**config.mk**
```make
export PLATFORM = sky130hd
export DESIGN_NAME = laplacian_flux_stencil_top
export DESIGN_NICKNAME = d
export VERILOG_FILES = /design/src/rtl/core/lfs_pkg.sv /design/src/rtl/core/lfs_window.sv /design/src/rtl/core/lfs_lap.sv /design/src/rtl/core/lfs_flux.sv /design/src/rtl/core/laplacian_flux_stencil_top.sv
export SDC_FILE = /design/constraint.sdc
export NUM_CORES = 2
export LEC_CHECK = 0
export ABC_AREA = 1
export BUFFER_PORTS_ARGS = -buffer_cell sky130_fd_sc_hd__buf_2
export CORE_MARGIN = 8
export CORE_UTILIZATION = 45
export CTS_BUF_LIST = sky130_fd_sc_hd__clkbuf_8
export DETAILED_ROUTE_END_ITERATION = 6
export PLACE_DENSITY_LB_ADDON = 0.25
export SLEW_MARGIN = 20
export SYNTH_ARGS = -nofsm -noshare
export SYNTH_HDL_FRONTEND = slang
export SYNTH_HIERARCHICAL = 1
export SYNTH_SLANG_ARGS = --single-unit
```
**constraint.sdc**
```tcl
create_clock -name i_clk -period 23.9 [get_ports i_clk]
set_input_delay 1.195 -clock i_clk [delete_from_list [all_inputs] [get_ports i_clk]]
set_output_delay 1.195 -clock i_clk [all_outputs]
set_load 0.01 [all_outputs]
```
**src/rtl/core/lfs_pkg.sv**
```systemverilog
// Types, sizes and saturation helper for the laplacian flux stencil.
// No dependencies; imported by lfs_window, lfs_lap, lfs_flux and the top level.
package lfs_pkg;

    localparam int NROWS  = 5;
    localparam int NHELD  = 4;
    localparam int DW     = 32;
    localparam int LW     = DW + 4;
    localparam int FILL_W = 3;

    localparam logic [FILL_W-1:0] FILL_FULL = FILL_W'(NHELD);

    typedef logic [DW-1:0] t_word;
    typedef t_word [NROWS-1:0] t_col;
    typedef t_col [NHELD-1:0] t_win;
    typedef t_col [NHELD:0] t_span;

    typedef struct packed {
        t_word ctr;
        t_word west;
        t_word east;
        t_word north;
        t_word south;
    } t_lap_set;

    localparam logic signed [LW-1:0] SAT_MAX = LW'({1'b0, {(DW-1){1'b1}}});
    localparam logic signed [LW-1:0] SAT_MIN = -SAT_MAX - LW'(1);

    function automatic t_word sat_word(logic signed [LW-1:0] v);
        t_word res;
        if (v > SAT_MAX) begin
            res = {1'b0, {(DW-1){1'b1}}};
        end else if (v < SAT_MIN) begin
            res = {1'b1, {(DW-1){1'b0}}};
        end else begin
            res = v[DW-1:0];
        end
        return res;
    endfunction

endpackage

```
**src/rtl/core/lfs_window.sv**
```systemverilog
// Column shift register holding the last four columns of a band row.
// Depends on lfs_pkg.
module lfs_window import lfs_pkg::*; (
    input  logic i_clk,
    input  logic i_rst_n,
    input  logic i_shift,
    input  logic i_row_start,
    input  t_col i_col,
    output t_win o_win,
    output logic o_full
);

    t_win              r_win, n_win;
    logic [FILL_W-1:0] r_fill, n_fill;

    always_comb begin
        n_win  = r_win;
        n_fill = r_fill;
        if (i_shift) begin
            n_win = {i_col, r_win[NHELD-1:1]};
            if (i_row_start) begin
                n_fill = FILL_W'(1);
            end else if (r_fill != FILL_FULL) begin
                n_fill = r_fill + FILL_W'(1);
            end
        end
    end

    always_ff @(posedge i_clk) begin
        if (!i_rst_n) begin
            r_fill <= '0;
        end else begin
            r_fill <= n_fill;
        end
    end

    always_ff @(posedge i_clk) begin
        r_win <= n_win;
    end

    assign o_win  = r_win;
    assign o_full = (r_fill == FILL_FULL);

endmodule

```
**src/rtl/core/lfs_lap.sv**
```systemverilog
// Five-point Laplacian of one grid point, saturated to 32 bits.
// Depends on lfs_pkg.
module lfs_lap import lfs_pkg::*; (
    input  t_word i_ctr,
    input  t_word i_west,
    input  t_word i_east,
    input  t_word i_north,
    input  t_word i_south,
    output t_word o_lap
);

    logic signed [LW-1:0] ctr_x, west_x, east_x, north_x, south_x, sum;

    assign ctr_x   = LW'($signed(i_ctr));
    assign west_x  = LW'($signed(i_west));
    assign east_x  = LW'($signed(i_east));
    assign north_x = LW'($signed(i_north));
    assign south_x = LW'($signed(i_south));
    assign sum     = (ctr_x <<< 2) - west_x - east_x - north_x - south_x;
    assign o_lap   = sat_word(sum);

endmodule

```
**src/rtl/core/lfs_flux.sv**
```systemverilog
// Output stage: flux differences into the result register with handshake.
// Depends on lfs_pkg.
module lfs_flux import lfs_pkg::*; (
    input  logic              i_clk,
    input  logic              i_rst_n,
    input  logic              i_vld,
    input  t_lap_set          i_laps,
    input  logic              i_stall,
    output logic              o_free,
    output logic              o_valid,
    output logic signed [31:0] o_west,
    output logic signed [31:0] o_east,
    output logic signed [31:0] o_north,
    output logic signed [31:0] o_south
);

    logic  r_vld;
    t_word r_west, r_east, r_north, r_south;
    logic  load;

    assign o_free = !r_vld || !i_stall;
    assign load   = o_free && i_vld;

    always_ff @(posedge i_clk) begin
        if (!i_rst_n) begin
            r_vld <= 1'b0;
        end else if (o_free) begin
            r_vld <= i_vld;
        end
    end

    always_ff @(posedge i_clk) begin
        if (load) begin
            r_west  <= i_laps.ctr - i_laps.west;
            r_east  <= i_laps.east - i_laps.ctr;
            r_north <= i_laps.ctr - i_laps.north;
            r_south <= i_laps.south - i_laps.ctr;
        end
    end

    assign o_valid = r_vld;
    assign o_west  = $signed(r_west);
    assign o_east  = $signed(r_east);
    assign o_north = $signed(r_north);
    assign o_south = $signed(r_south);

endmodule

```
**src/rtl/core/laplacian_flux_stencil_top.sv**
```systemverilog
// Laplacian flux stencil: an accepted column passes the Laplacian register, then the flux result register.
// Throughput one column per cycle while o_in_stall is low; results start once four columns of a row are held.
// Stages: column window and Laplacians -> Laplacian register -> flux result register.
// Synchronous active-low reset empties the pipeline and the window fill count.
// Depends on lfs_pkg, lfs_window, lfs_lap, lfs_flux.
module laplacian_flux_stencil_top import lfs_pkg::*; (
    input  logic               i_clk,
    input  logic               i_rst_n,
    input  logic               i_in_valid,
    output logic               o_in_stall,
    input  logic               i_row_start,
    input  logic signed [31:0] i_sample_row0,
    input  logic signed [31:0] i_sample_row1,
    input  logic signed [31:0] i_sample_row2,
    input  logic signed [31:0] i_sample_row3,
    input  logic signed [31:0] i_sample_row4,
    output logic               o_out_valid,
    input  logic               i_out_stall,
    output logic signed [31:0] o_flux_west,
    output logic signed [31:0] o_flux_east,
    output logic signed [31:0] o_flux_north,
    output logic signed [31:0] o_flux_south
);

    t_col     in_col;
    t_win     held;
    t_span    w;
    logic     full;
    logic     accept;
    logic     produce;
    logic     out_free;
    logic     mid_free;
    t_lap_set laps;
    logic     r_mid_vld;
    t_lap_set r_mid;

    assign in_col = {i_sample_row4, i_sample_row3, i_sample_row2,
                     i_sample_row1, i_sample_row0};

    assign mid_free   = !r_mid_vld || out_free;
    assign o_in_stall = !mid_free;
    assign accept     = i_in_valid && mid_free;
    assign produce    = full && !i_row_start;

    lfs_window u_window (
        .i_clk       (i_clk),
        .i_rst_n     (i_rst_n),
        .i_shift     (accept),
        .i_row_start (i_row_start),
        .i_col       (in_col),
        .o_win       (held),
        .o_full      (full)
    );

    assign w = {in_col, held};

    lfs_lap u_lap_ctr (
        .i_ctr (w[2][2]), .i_west (w[1][2]), .i_east (w[3][2]),
        .i_north (w[2][1]), .i_south (w[2][3]), .o_lap (laps.ctr)
    );

    lfs_lap u_lap_west (
        .i_ctr (w[1][2]), .i_west (w[0][2]), .i_east (w[2][2]),
        .i_north (w[1][1]), .i_south (w[1][3]), .o_lap (laps.west)
    );

    lfs_lap u_lap_east (
        .i_ctr (w[3][2]), .i_west (w[2][2]), .i_east (w[4][2]),
        .i_north (w[3][1]), .i_south (w[3][3]), .o_lap (laps.east)
    );

    lfs_lap u_lap_north (
        .i_ctr (w[2][1]), .i_west (w[1][1]), .i_east (w[3][1]),
        .i_north (w[2][0]), .i_south (w[2][2]), .o_lap (laps.north)
    );

    lfs_lap u_lap_south (
        .i_ctr (w[2][3]), .i_west (w[1][3]), .i_east (w[3][3]),
        .i_north (w[2][2]), .i_south (w[2][4]), .o_lap (laps.south)
    );

    always_ff @(posedge i_clk) begin
        if (!i_rst_n) begin
            r_mid_vld <= 1'b0;
        end else if (mid_free) begin
            r_mid_vld <= accept && produce;
        end
    end

    always_ff @(posedge i_clk) begin
        if (accept && produce) begin
            r_mid <= laps;
        end
    end

    lfs_flux u_flux (
        .i_clk   (i_clk),
        .i_rst_n (i_rst_n),
        .i_vld   (r_mid_vld),
        .i_laps  (r_mid),
        .i_stall (i_out_stall),
        .o_free  (out_free),
        .o_valid (o_out_valid),
        .o_west  (o_flux_west),
        .o_east  (o_flux_east),
        .o_north (o_flux_north),
        .o_south (o_flux_south)
    );

endmodule

```
-- After elaboration in Yosys (flattened, before gate mapping)
Index checks and enable logic that the tools add are counted.
W data, S select, Z words.
- register bits: 741
- logic and storage cells: 83
- $add $sub $neg: 25
- $lt $le $gt $ge: 10
- equal/unequal tests: 2
- mux-type cells: 7
- reductions and logical operators: 13
- operator list (kind ; count):
    $sub A36 B32 Y36 ; 10
    $gt A36 B32 Y1 const B ; 5
    $lt A36 B32 Y1 const B ; 5
    $sub A35 B32 Y36 ; 5
    $sub A34 B32 Y35 ; 5
    $mux W32 ; 5
    $sub A32 B32 Y32 ; 4
    $mux W3 ; 2
    $logic_not A1 Y1 ; 5
    $logic_and A1 B1 Y1 ; 4
    $add A3 B1 Y3 const B ; 1
    $eq A3 B3 Y1 const B ; 1
    $ne A3 B3 Y1 const B ; 1
    $logic_or A1 B1 Y1 ; 2
    $reduce_and A2 Y1 ; 1
    $reduce_bool A2 Y1 ; 1

-- Depth between registers and ports, before layout
- depth in word-level cells: 6
- mapped depth: 25
- depth with buffers taken out: 24

-- Hierarchy
The synthesis kept the hierarchy.
- modules (own cells, without submodules) (module ; instances ; cells each ; area an instance (um2) ; sequential area each (um2)):
    lfs_window ; 1 ; 670 ; 19417.4 ; 19278.5
    lfs_flux ; 1 ; 2239 ; 13784.5 ; 3863.7
    lfs_lap (u_lap_north ...) ; 2 ; 805 ; 5373.9 ; 0.0
    lfs_lap (u_lap_ctr) ; 1 ; 811 ; 5393.9 ; 0.0
    lfs_lap (u_lap_east) ; 1 ; 804 ; 5375.2 ; 0.0
    lfs_lap (u_lap_west) ; 1 ; 800 ; 5321.4 ; 0.0
    laplacian_flux_stencil_top ; 1 ; 171 ; 4882.2 ; 4824.6

-- Worst setup path after synthesis
OpenSTA, ideal clock, no wires.
- path type: in2reg
- start: in i_out_stall
- end: reg u_window/o_win[0] (netlist name)
- setup time: 989 ps
- arrival time: 13823 ps
- slack: 9087 ps
- stages on the path: 3
- cell sequence: nand2_1 > o21ai_1 > inv_1
- RTL lines (what ; line ; source):
    start, declared ; laplacian_flux_stencil_top.sv:18 ; input logic i_out_stall,

-- Worst setup path in the final report
- start: reg u_window.r_win, in the netlist u_window/o_win[393]
- end: reg r_mid[107] in the netlist's numbering (data pin)
- word-level cells in the longest chain between the ends: 5
- elaborated cells on any way between the ends: 6
- those cells by class: add/sub: 3; order compare: 2; mux: 1
- RTL lines (what ; line ; source):
    start, declared ; lfs_window.sv:13 ; t_win r_win, n_win;
    start signal, assigned ; lfs_window.sv:38 ; r_win <= n_win;
    $sub A35 B32 Y36 (*) ; lfs_lap.sv:19 ; assign sum = (ctr_x <<< 2) - west_x - east_x - north_x - south_x;
    $sub A36 B32 Y36 (*) (2 in series) ; lfs_lap.sv:19 ;
    $lt A36 B32 Y1 ; lfs_pkg.sv:33 ; end else if (v < SAT_MIN) begin
    $mux W32 ; lfs_pkg.sv:33 ;
    end signal, assigned ; laplacian_flux_stencil_top.sv:92 ; r_mid <= laps;
    end, declared ; laplacian_flux_stencil_top.sv:35 ; t_lap_set r_mid;
Every way passes the cells marked *; elsewhere a longest branch is shown, timed or not.
A chain may end at the register's enable or synchronous reset.

==> metrics.txt <==
Final Hold Vio Count=0; DIE HEIGHT=379 um; crit-path most repeated cell=nand2_1; total core area=131000 sq um; CTS buffer count=roughly 130; vias=44.4k; CP delay by family, top=simple AND/OR/NAND/NOR gates; max_slew headroom=0.263; first-pass GRT wire length=269000 um; post-synthesis cell count=6913; post-CTS sizing=0; Finished Layout Cells=9170; # fillers=between 10k and 15k; Worst setup SP type=flop; max-slew violation count=0; Post-CTS Repair Setup Buffers=0; Initial Util=0.452; max cap viols=0; Critical-path top delay cell=fa_1; CP Data Required Time=about 24 ns; critical-path maximum fanout=31; most frequent cells in the layout=2019 x inv_1, 1834 x nand2_1, 736 x edfxtp_1; Critical Path End Type=flop; WP data arrival=~5.9 ns; root buffer selected by CTS=clkbuf_8; routed len/inst=19.5 um; Final nets=8291; CP Class=reg -> reg; most common cell after layout, fill and taps aside=inv_1; setup TNS=0 ns; port bufs=between 200 and 300; worst path cell trace=inv_1 -> fa_1 -> inv_1 -> fa_1 -> fa_1 -> inv_1 -> ha_1 -> nand2_1 -> inv_1 -> a21oi_1 -> nand3_1 -> nand2_1 -> nand2_2 -> nand2_1 -> nand2_1 -> nand2_1 -> nand2_1 -> nor2_1 -> nand4_1 -> nand2_2 -> nand2_1; Iter 0 DRT Violations=3461; PD cells=~110 nW/um^2; H-Tree Depth=4; Final setup viols=0; clk sinks=between 700 and 800; CP bufs+invs=4; slowest stage delay, CP=0.54 ns; status=finished clean; CTS Hold Bufs=0; Chip Width=379 um; Layout area overhead=9.90%; YS warnings=6; Power, Total=6.87 mW; later-pin clock latency in the skew report=between 0.8 and 0.9 ns; vias in the first global route=45.2k; Cells after DPL=8938; measured slew at the worst slew-check pin=1.11 ns; Placer Congestion=0.989; Row Count=around 130; Setup Skew=0.0655 ns; Clk pin slew, worst setup/hold paths=0.06 ns; Leakage Power=approximately 34 nW; DRC viols=0; Ports=295; FMAX=0.186 GHz; largest net degree at the start of global routing=164; initial antenna violation count=3; Post-Syn Area per Cell=8.56 sq um; Syn Nets=7888; gr usage total=0.249; dpl hpwl=152000 um; total wire length=179000 um; RSZ-0062 raised after global routing=no; Tightest Hold Check Type=reg -> reg; fin crit share=0.225; Longest Clk Path Bufs=3; share of cells above drive strength 1=0.0933; Pre-antenna DRT Iters=6; routed vias/inst=4.84; min Tclk post-route=5.37 ns; VDD IR max=0.104 mV; die footprint=143000 sq um; Netlist Area Pre-Place=about 60000 sq um; antenna-violating nets left=0; CTS tree=done; worst hold margin=0.393 ns; grt ovf=0
==> layout make-up <==
cell class,instances,area [sq um],area share
timing repair buffer,301,1550,0.0238
tap,1755,2200,0.0338
inverter,2010,7550,0.116
antenna,2,5.00,0.0000770
clock buffer,135,1860,0.0286
multi-input combinational,4131,29100,0.447
sequential,741,22200,0.341
clock inverter,95,574,0.00883
==> power by group <==
group / switching [mW] / internal (mW) / leakage, nW
Sequential: 0.0402 / 1.65 / 7.00
Clock: 0.548 / 0.573 / 1.34
Combinational: 2.86 / 1.20 / 25.6
Total: 3.45 / 3.42 / 33.9
==> per-layer routing <==
| metal | up-vias | wire length [um] | global-route usage |
|---|---|---|---|
| met5 | - | 13 | 0 |
| met4 | 2 | 6140 | 0.0830 |
| met3 | 267 | 11700 | 0.0417 |
| met2 | 1401 | 79900 | 0.394 |
| met1 | 21100 | 81500 | 0.350 |
| li1 | 21600 | - | - |
==> path summary, 6_finish.rpt <==
check | slack [ns] | start | cells after the start | to
max | 18.53 | u_window/o_win[393] | 21 | r_mid[107]
min | 0.39 | u_window/o_win[613] | 0 | u_window/o_win[453]
max reg2reg | 18.53 | u_window/o_win[393] | 21 | r_mid[107]
min reg2reg | 0.39 | u_window/o_win[613] | 0 | u_window/o_win[453]
==> sequential cells by signal, summed over array words and instances (netlist names) <==
register,count
u_window/o_win,448
r_mid,160
u_flux/o_east,32
u_flux/o_north,32
u_flux/o_south,32
u_flux/o_west,32
u_window/r_fill,3
r_mid_vld,1
u_flux/o_valid,1
==> stage by stage <==
stage / utilization / setup slack [ns] / cell area [sq um]
6_report: 0.496 / 18.53 / 65000
3_3_place_gp: 0.478 / 17.88 / 62600
4_1_cts: 0.496 / 18.63 / 65000
5_1_grt: 0.496 / 18.27 / 65000
3_5_place_dp: 0.478 / 17.78 / 62600
2_1_floorplan: - / 12.97 / 59200
Note: power is estimated with default switching activity, not from simulation.
